**config.mk**
```make
export PLATFORM = sky130hd
export DESIGN_NAME = varint_zigzag_codec_flat
export DESIGN_NICKNAME = d
export VERILOG_FILES = /design/src/hw/rtl/vzc_pkg.sv /design/src/hw/rtl/vzc_if.sv /design/src/hw/rtl/vzc_enc_shifter.sv /design/src/hw/rtl/varint_zigzag_codec.sv /design/src/flat_wrapper.sv
export SDC_FILE = /design/constraint.sdc
export NUM_CORES = 1
export LEC_CHECK = 0
export BUFFER_PORTS_ARGS = -buffer_cell sky130_fd_sc_hd__buf_4
export CAP_MARGIN = 20
export CORE_UTILIZATION = 62
export CTS_CLUSTER_SIZE = 20
export DETAILED_ROUTE_END_ITERATION = 16
export HOLD_SLACK_MARGIN = 0.05
export PLACE_DENSITY_LB_ADDON = 0.12
export SETUP_SLACK_MARGIN = 0.15
export SYNTH_ARGS = -nofsm -noshare
export SYNTH_HDL_FRONTEND = slang
export SYNTH_SLANG_ARGS = --single-unit
```
**constraint.sdc**
```tcl
create_clock -name clk -period 7.6 [get_ports clk]
set_input_delay 0.38 -clock clk [delete_from_list [all_inputs] [get_ports clk]]
set_output_delay 0.38 -clock clk [all_outputs]
set_load 0.01 [all_outputs]
```
**src/hw/rtl/vzc_pkg.sv**
```systemverilog
// ----------------------------------------------------------------------------
// vzc_pkg: shared types and constants of the varint / zigzag codec
// Group width, byte limits, state codes and control structs.
// ----------------------------------------------------------------------------
package vzc_pkg;

  localparam int unsigned VALUE_W   = 64;
  localparam int unsigned GROUP_W   = 7;
  localparam int unsigned BYTE_W    = 8;
  localparam int unsigned CNT_W     = 4;
  localparam int unsigned MAX_WIDE  = 10;
  localparam int unsigned MAX_NARR  = 5;
  // Decode gathers groups at the top of a register holding ten groups.
  localparam int unsigned ACC_W     = GROUP_W * MAX_WIDE;

  localparam logic [VALUE_W-1:0] MASK_NARROW = 64'h0000_0000_FFFF_FFFF;
  localparam logic [VALUE_W-1:0] MASK_WIDE   = 64'hFFFF_FFFF_FFFF_FFFF;

  localparam logic MODE_ENCODE = 1'b0;
  localparam logic MODE_DECODE = 1'b1;
  localparam logic KIND_BYTE   = 1'b0;
  localparam logic KIND_VALUE  = 1'b1;

  typedef enum logic [1:0] {
    ST_IDLE,
    ST_ENC,
    ST_ALIGN
  } state_t;

  typedef struct packed {
    logic load;
    logic shift;
  } enc_ctl_t;

  typedef struct packed {
    logic                more;
    logic [BYTE_W-1:0]   data;
  } enc_stat_t;

endpackage

```
**src/hw/rtl/vzc_if.sv**
```systemverilog
// ----------------------------------------------------------------------------
// vzc_in_if / vzc_out_if: valid/ready channels of the codec
// Input carries one request beat, output carries one result beat.
// ----------------------------------------------------------------------------
interface vzc_in_if;
  logic                         valid;
  logic                         ready;
  logic                         mode;
  logic                         is_signed;
  logic                         is_wide;
  logic [vzc_pkg::VALUE_W-1:0]  value_in;
  logic [vzc_pkg::BYTE_W-1:0]   byte_in;

  modport source (output valid, mode, is_signed, is_wide, value_in, byte_in,
                  input ready);
  modport sink   (input valid, mode, is_signed, is_wide, value_in, byte_in,
                  output ready);
endinterface

interface vzc_out_if;
  logic                         valid;
  logic                         ready;
  logic                         kind;
  logic [vzc_pkg::BYTE_W-1:0]   byte_out;
  logic [vzc_pkg::VALUE_W-1:0]  value_out;
  logic                         last;

  modport source (output valid, kind, byte_out, value_out, last, input ready);
  modport sink   (input valid, kind, byte_out, value_out, last, output ready);
endinterface

```
**src/hw/rtl/vzc_enc_shifter.sv**
```systemverilog
// ----------------------------------------------------------------------------
// vzc_enc_shifter: encode shift register
// Holds the mapped value and releases one seven-bit group per shift.
// ----------------------------------------------------------------------------
module vzc_enc_shifter (
  input  logic                        clk,
  input  logic                        rst,
  input  vzc_pkg::enc_ctl_t           ctl,
  input  logic [vzc_pkg::VALUE_W-1:0] load_value,
  output vzc_pkg::enc_stat_t          stat
);

  logic [vzc_pkg::VALUE_W-1:0] sh;
  logic [vzc_pkg::CNT_W-1:0]   n;

  always_ff @(posedge clk) begin
    if (rst) begin
      n <= '0;
    end else if (ctl.load) begin
      n <= '0;
    end else if (ctl.shift) begin
      n <= n + 1'b1;
    end
  end

  always_ff @(posedge clk) begin
    if (ctl.load) begin
      sh <= load_value;
    end else if (ctl.shift) begin
      sh <= {{vzc_pkg::GROUP_W{1'b0}}, sh[vzc_pkg::VALUE_W-1:vzc_pkg::GROUP_W]};
    end
  end

  // The tenth byte always ends the varint, whatever is left above it.
  always_comb begin
    stat.more = (sh[vzc_pkg::VALUE_W-1:vzc_pkg::GROUP_W] != '0) &&
                (n < vzc_pkg::CNT_W'(vzc_pkg::MAX_WIDE - 1));
    stat.data = stat.more ? {1'b1, sh[vzc_pkg::GROUP_W-1:0]}
                          : sh[vzc_pkg::BYTE_W-1:0];
  end

endmodule

```
**src/hw/rtl/varint_zigzag_codec.sv**
```systemverilog
// ----------------------------------------------------------------------------
// varint_zigzag_codec: base-128 varint encoder / decoder with zigzag mapping
// Top level: request handling, decode accumulator and result register.
// ----------------------------------------------------------------------------
// Usage:
// Requests arrive on in_ch, results leave on out_ch; both are valid/ready
// channels and a beat moves when valid and ready are high at a clock edge.
// An encode request (mode 0) yields 1 to 10 byte beats, one per cycle while
// the receiver takes them, the final one flagged by last. The request is
// loaded into the encode shift register, each byte then passes through the
// output register, and no new request is taken until the last byte is issued.
// A decode request (mode 1) carries one byte; nothing is returned until the
// byte that ends the value. That byte then starts an alignment walk of
// 10 - k steps (k = bytes gathered) that slides the gathered groups down
// seven bits a cycle, and the value beat follows. The worst case per item is
// set by the seven-bit group shifters of the encoder and the decode accumulator.
// A result waits in the output register while the receiver stalls; the
// block keeps taking decode bytes that end no value meanwhile, and holds
// off further results until the register is taken.
// Synchronous reset empties the output register, returns to idle and
// clears any partially gathered decode value.
// ----------------------------------------------------------------------------
module varint_zigzag_codec (
  input  logic        clk,
  input  logic        rst,
  vzc_in_if.sink      in_ch,
  vzc_out_if.source   out_ch
);

  vzc_pkg::state_t state;
  vzc_pkg::state_t state_next;

  // Decode accumulator: each new group enters at the top and older groups
  // slide down, so after k bytes group j sits at bit 7*(10-k+j).
  logic [vzc_pkg::ACC_W-1:0]   acc;
  logic [vzc_pkg::CNT_W-1:0]   cnt;
  logic [vzc_pkg::CNT_W-1:0]   rem;
  logic                        dec_signed;
  logic                        dec_wide;

  // Result register.
  logic                        o_valid;
  logic                        o_kind;
  logic [vzc_pkg::BYTE_W-1:0]  o_byte;
  logic [vzc_pkg::VALUE_W-1:0] o_value;
  logic                        o_last;

  vzc_pkg::enc_ctl_t           enc_ctl;
  vzc_pkg::enc_stat_t          enc_stat;
  logic [vzc_pkg::VALUE_W-1:0] enc_value;

  logic                        accept;
  logic                        out_free;
  logic [vzc_pkg::CNT_W-1:0]   cnt_inc;
  logic                        dec_final;
  logic [vzc_pkg::VALUE_W-1:0] in_mask;
  logic [vzc_pkg::VALUE_W-1:0] enc_masked;
  logic                        enc_top;
  logic [vzc_pkg::VALUE_W-1:0] dec_mask;
  logic [vzc_pkg::VALUE_W-1:0] dec_raw;
  logic [vzc_pkg::VALUE_W-1:0] dec_value;
  logic                        emit_byte;
  logic                        emit_value;

  assign accept   = in_ch.valid && in_ch.ready;
  assign out_free = !o_valid || out_ch.ready;

  // Zigzag on encode: (n << 1) ^ (n >> (W-1)), kept within the width.
  assign in_mask    = in_ch.is_wide ? vzc_pkg::MASK_WIDE : vzc_pkg::MASK_NARROW;
  assign enc_masked = in_ch.value_in & in_mask;
  assign enc_top    = in_ch.is_wide ? enc_masked[vzc_pkg::VALUE_W-1]
                                    : enc_masked[vzc_pkg::VALUE_W/2-1];
  assign enc_value  = in_ch.is_signed
                      ? (({enc_masked[vzc_pkg::VALUE_W-2:0], 1'b0}
                          ^ (enc_top ? in_mask : '0)) & in_mask)
                      : enc_masked;

  // A byte below 0x80 ends the value, as does reaching the width's limit.
  assign cnt_inc   = cnt + 1'b1;
  assign dec_final = !in_ch.byte_in[vzc_pkg::BYTE_W-1] ||
                     (cnt_inc >= (in_ch.is_wide ? vzc_pkg::CNT_W'(vzc_pkg::MAX_WIDE)
                                                : vzc_pkg::CNT_W'(vzc_pkg::MAX_NARR)));

  // Zigzag on decode: (u >> 1) ^ -(u & 1), within the width.
  assign dec_mask  = dec_wide ? vzc_pkg::MASK_WIDE : vzc_pkg::MASK_NARROW;
  assign dec_raw   = acc[vzc_pkg::VALUE_W-1:0] & dec_mask;
  assign dec_value = dec_signed
                     ? (({1'b0, dec_raw[vzc_pkg::VALUE_W-1:1]}
                         ^ {vzc_pkg::VALUE_W{dec_raw[0]}}) & dec_mask)
                     : dec_raw;

  always_ff @(posedge clk) begin
    if (rst) begin
      state <= vzc_pkg::ST_IDLE;
    end else begin
      state <= state_next;
    end
  end

  always_comb begin
    state_next    = state;
    in_ch.ready   = 1'b0;
    enc_ctl.load  = 1'b0;
    enc_ctl.shift = 1'b0;
    emit_byte     = 1'b0;
    emit_value    = 1'b0;
    case (state)
      vzc_pkg::ST_IDLE: begin
        in_ch.ready = 1'b1;
        if (accept) begin
          if (in_ch.mode == vzc_pkg::MODE_ENCODE) begin
            enc_ctl.load = 1'b1;
            state_next   = vzc_pkg::ST_ENC;
          end else if (dec_final) begin
            state_next = vzc_pkg::ST_ALIGN;
          end
        end
      end
      vzc_pkg::ST_ENC: begin
        if (out_free) begin
          emit_byte     = 1'b1;
          enc_ctl.shift = 1'b1;
          if (!enc_stat.more) begin
            state_next = vzc_pkg::ST_IDLE;
          end
        end
      end
      vzc_pkg::ST_ALIGN: begin
        if (rem == '0 && out_free) begin
          emit_value = 1'b1;
          state_next = vzc_pkg::ST_IDLE;
        end
      end
      default: begin
        state_next = vzc_pkg::ST_IDLE;
      end
    endcase
  end

  vzc_enc_shifter u_enc (
    .clk        (clk),
    .rst        (rst),
    .ctl        (enc_ctl),
    .load_value (enc_value),
    .stat       (enc_stat)
  );

  // Decode state: count, alignment steps still to go, and the accumulator.
  always_ff @(posedge clk) begin
    if (rst) begin
      cnt <= '0;
      rem <= '0;
      acc <= '0;
    end else if (accept && in_ch.mode == vzc_pkg::MODE_DECODE) begin
      acc <= {in_ch.byte_in[vzc_pkg::GROUP_W-1:0], acc[vzc_pkg::ACC_W-1:vzc_pkg::GROUP_W]};
      cnt <= cnt_inc;
      rem <= vzc_pkg::CNT_W'(vzc_pkg::MAX_WIDE) - cnt_inc;
    end else if (state == vzc_pkg::ST_ALIGN) begin
      if (rem != '0) begin
        acc <= {{vzc_pkg::GROUP_W{1'b0}}, acc[vzc_pkg::ACC_W-1:vzc_pkg::GROUP_W]};
        rem <= rem - 1'b1;
      end else if (emit_value) begin
        acc <= '0;
        cnt <= '0;
      end
    end
  end

  // The flags of the byte that ends the value govern the final mapping.
  always_ff @(posedge clk) begin
    if (accept && in_ch.mode == vzc_pkg::MODE_DECODE) begin
      dec_signed <= in_ch.is_signed;
      dec_wide   <= in_ch.is_wide;
    end
  end

  always_ff @(posedge clk) begin
    if (rst) begin
      o_valid <= 1'b0;
    end else if (emit_byte || emit_value) begin
      o_valid <= 1'b1;
    end else if (out_ch.ready) begin
      o_valid <= 1'b0;
    end
  end

  always_ff @(posedge clk) begin
    if (emit_byte) begin
      o_kind  <= vzc_pkg::KIND_BYTE;
      o_byte  <= enc_stat.data;
      o_value <= '0;
      o_last  <= !enc_stat.more;
    end else if (emit_value) begin
      o_kind  <= vzc_pkg::KIND_VALUE;
      o_byte  <= '0;
      o_value <= dec_value;
      o_last  <= 1'b1;
    end
  end

  assign out_ch.valid     = o_valid;
  assign out_ch.kind      = o_kind;
  assign out_ch.byte_out  = o_byte;
  assign out_ch.value_out = o_value;
  assign out_ch.last      = o_last;

endmodule

```
**src/flat_wrapper.sv**
```systemverilog
// flat-port wrapper written by rule: the top's interface ports become plain ports
module varint_zigzag_codec_flat 
  (clk, rst, in_ch_valid, in_ch_mode, in_ch_is_signed, in_ch_is_wide, in_ch_value_in, in_ch_byte_in, in_ch_ready, out_ch_valid, out_ch_kind, out_ch_byte_out, out_ch_value_out, out_ch_last, out_ch_ready);
  vzc_in_if in_ch_i ();
  vzc_out_if out_ch_i ();
  input  logic clk;
  input  logic rst;
  input wire logic [$bits(in_ch_i.valid)-1:0] in_ch_valid;
  input wire logic [$bits(in_ch_i.mode)-1:0] in_ch_mode;
  input wire logic [$bits(in_ch_i.is_signed)-1:0] in_ch_is_signed;
  input wire logic [$bits(in_ch_i.is_wide)-1:0] in_ch_is_wide;
  input wire logic [$bits(in_ch_i.value_in)-1:0] in_ch_value_in;
  input wire logic [$bits(in_ch_i.byte_in)-1:0] in_ch_byte_in;
  output wire logic [$bits(in_ch_i.ready)-1:0] in_ch_ready;
  output wire logic [$bits(out_ch_i.valid)-1:0] out_ch_valid;
  output wire logic [$bits(out_ch_i.kind)-1:0] out_ch_kind;
  output wire logic [$bits(out_ch_i.byte_out)-1:0] out_ch_byte_out;
  output wire logic [$bits(out_ch_i.value_out)-1:0] out_ch_value_out;
  output wire logic [$bits(out_ch_i.last)-1:0] out_ch_last;
  input wire logic [$bits(out_ch_i.ready)-1:0] out_ch_ready;
  assign in_ch_i.valid = in_ch_valid;
  assign in_ch_i.mode = in_ch_mode;
  assign in_ch_i.is_signed = in_ch_is_signed;
  assign in_ch_i.is_wide = in_ch_is_wide;
  assign in_ch_i.value_in = in_ch_value_in;
  assign in_ch_i.byte_in = in_ch_byte_in;
  assign in_ch_ready = in_ch_i.ready;
  assign out_ch_valid = out_ch_i.valid;
  assign out_ch_kind = out_ch_i.kind;
  assign out_ch_byte_out = out_ch_i.byte_out;
  assign out_ch_value_out = out_ch_i.value_out;
  assign out_ch_last = out_ch_i.last;
  assign out_ch_i.ready = out_ch_ready;
  varint_zigzag_codec u_core (.clk(clk), .rst(rst), .in_ch(in_ch_i), .out_ch(out_ch_i));
endmodule
```
==> flow_metrics.tcl <==
set metrics [dict create \
    drv_slew 0 \
    drcViolationCount 0 \
    worst_ep_required_time_ps 8020 \
    die_w_um 135 \
    drv_cap 0 \
    rsz0062_at_grt "no" \
    yosys-top-cells-area "dfxtp_1 27%, edfxtp_1 20%, xnor2_1 10%" \
    cts_buffers 23 \
    ant_nets 0 \
    core_area_um2 17400 \
    min_path_type "input pin to flip-flop" \
    cts_setup_buffers 0 \
    initialDrtViolationCount 637 \
    first_pass_iters 5 \
    critical_path_class "flip-flop to flip-flop" \
    skew_ps 9.48 \
    synth_cells 1259 \
    start_util 0.636 \
    swShare 0.249 \
    grt_overflow_total 0 \
    power.density_nw_per_um2 233 \
    hpwlAfterDp_mm 15.3 \
    place.gp.congestion 0.790 \
    ys.flop_type "dfxtp_1" \
    pwr-share-comb 0.140 \
    worstSetupEndpointType "flip-flop" \
    die_area_um2 18300 \
    outcome "finished, final reports clean" \
    clock_latency_ps 510 \
    cts_hold_buf 0 \
    synth_area_um2 11000 \
    clockBufferDepth 3 \
    grt_max_degree 127 \
    cts-root-buf "clkbuf_16" \
    die_y_um 135 \
    intPower_w 0.00228 \
    tritoncts "done" \
    p_clk_frac 0.399 \
    setup_tns_ps 0 \
    final_cells 1585 \
    synth_common_cells "163 x nand2_1, 153 x nor2_1, 150 x dfxtp_1, 133 x a21oi_1, 127 x xnor2_1" \
    holdWs_ps 122 \
    io_pins 155 \
    ys_seq_area_frac 0.476 \
    finalCritPeriodShare 0.320 \
    routed_wl_mm 24.0 \
    track_usage 0.260 \
    cp.arrival_ps 2850 \
    utilization 0.749 \
    grt_pass1_wl_mm 39.1 \
    avgSynthCellArea_um2 8.77 \
    worst_pin_slew_ps 1060 \
    row_count 48 \
    yosys.area.top_type "dfxtp_1" \
    yosysWarnings 0 \
    p_total_w 0.00303 \
    grt_pass1_vias 8031 \
    antenna_cells 0 \
    dpl.cell_count 1541 \
    setup_viol_count_final 0 \
    yosysUniqueCellTypes 46 \
    yosysMostFrequentCell "nand2_1" \
    finalHoldViolCount 0 \
    clkTransAtPathRegs_ps 60 \
    nNetsFinal 1432 \
    grt_antenna_before_repair 0 \
    synth_seq_cells 225 \
    fmax_mhz 411 \
    peakVddDrop_mv 0.187 \
    path_max_fanout 63 \
    synth_enable_flop_cells 75 \
    p_sw_w 0.000755 \
    htreeDepth 1 \
    synth_nets 1347 \
    relSlewSlack 0.293 \
    min_period_ps 2430 \
    numPortBuffers 154 \
    clock-sinks 225 \
    cts_resized 0 \
    vias_per_cell 5.72 \
    drive_above_1_share 0.159 \
    leakage_nw 4.89 \
    drt-wirelength-per-cell_um 15.2 \
    vias 9072 \
    synth_top_area_frac 0.272 \
    critPathLaunchType "flip-flop" \
    pwr-share-seq 0.461 \
    area_delta_synth_final_pct 17.8 \
    synthArstFlopShare 0 \
]
final cells by class:
class / instances / area [um2]
clock buffers: 28 / 624
clock inverters: 13 / 190
fillers: 1328 / 4360
inverters: 9 / 33.8
multi-input cells: 920 / 5310
flip-flops and latches: 225 / 5260
well taps: 225 / 282
repair buffers: 165 / 1300
power groups by stage:
stage / logic, W / registers [W] / clock network [W]
floorplan: 0.000261 / 0.00142 / 0
global placement: 0.000413 / 0.00142 / 0
detailed placement: 0.000422 / 0.00142 / 0
CTS: 0.000424 / 0.00140 / 0.00122
global route: 0.000474 / 0.00140 / 0.00127
finish: 0.000426 / 0.00140 / 0.00121
cells by family (layout without fill, tap and decap cells):
family,after synthesis,count (layout),share of synthesized area
adders and majority gates,9,9,0.0102
xor gates and xnor gates,136,136,0.108
buffers and inverters,114,215,0.0463
and+or+nand+nor,432,432,0.168
AOI/OAI and AO/OA,309,309,0.161
DFF,225,225,0.476
muxes,34,34,0.0310
path summary, 6_finish.rpt:
path | end | slack [ps] | depth (start not counted) | from
max | u_core.acc[35]$_SDFFE_PP0P_ | 5170 | 8 | u_core.rem[0]$_SDFFE_PP0P_
min | u_core.acc[68]$_SDFFE_PP0P_ | 120 | 3 | in_ch_byte_in[5]
max reg2reg | u_core.acc[35]$_SDFFE_PP0P_ | 5170 | 8 | u_core.rem[0]$_SDFFE_PP0P_
min reg2reg | u_core.acc[60]$_SDFFE_PP0P_ | 450 | 2 | u_core.acc[67]$_SDFFE_PP0P_
layer usage:
layer / track usage / vias up / share of wire
met3: 0.0329 / 50 / 0.049
met1: 0.354 / 4214 / 0.44
li1: - / 4522 / -
met2: 0.433 / 286 / 0.49
met5: 0 / - / 0
met4: 0.0737 / 0 / 0.024
layout by cell type, fill, tap and decap left out, types with 4 or more instances in the layout:
cell / Yosys / routed
nand4_1: 4 / 4
o21ai_0: 56 / 56
a21oi_1: 133 / 133
ha_1: 9 / 9
mux2i_1: 33 / 32
nor4_1: 14 / 14
clkbuf_16: 0 / 23
nand3_1: 67 / 66
dfxtp_1: 150 / 149
a211oi_1: 40 / 40
nand2_1: 163 / 160
bufinv_16: 0 / 5
nor2_1: 153 / 153
o21ai_1: 30 / 30
inv_1: 8 / 8
and2_1: 9 / 9
xor2_1: 9 / 9
nor3_1: 6 / 6
buf_4: 9 / 162
edfxtp_1: 75 / 75
xnor2_1: 127 / 127
clkinv_2: 0 / 4
a22oi_1: 40 / 40
critical path, cell delays in order (launching register included):
cell     delay, ps
dfxtp_1        320
inv_1           90
ha_1           190
nor3b_2        450
nor2_1         230
nor2_4         110
buf_4          540
nand3_1        190
a21oi_1        210
sequential cells by signal, summed over array words and instances (netlist names):
register	cells
u_core.acc	70
u_core.out_ch.last	1
u_core.u_enc.sh	64
u_core.out_ch.kind	1
u_core.out_ch.value_out	64
u_core.rem	4
u_core.out_ch.byte_out	8
u_core.cnt	4
u_core.dec_wide	1
u_core.u_enc.n	4
u_core.out_ch.valid	1
u_core.state	2
u_core.dec_signed	1
through the flow:
step	worst slack [ps]	cell area (um2)
finish	5170	13000
global route	4990	13000
CTS	4680	12900
detailed placement	4690	12100
global placement	4790	12100
floorplan	4670	11000
No activity file was read; power rests on OpenSTA's default activity.
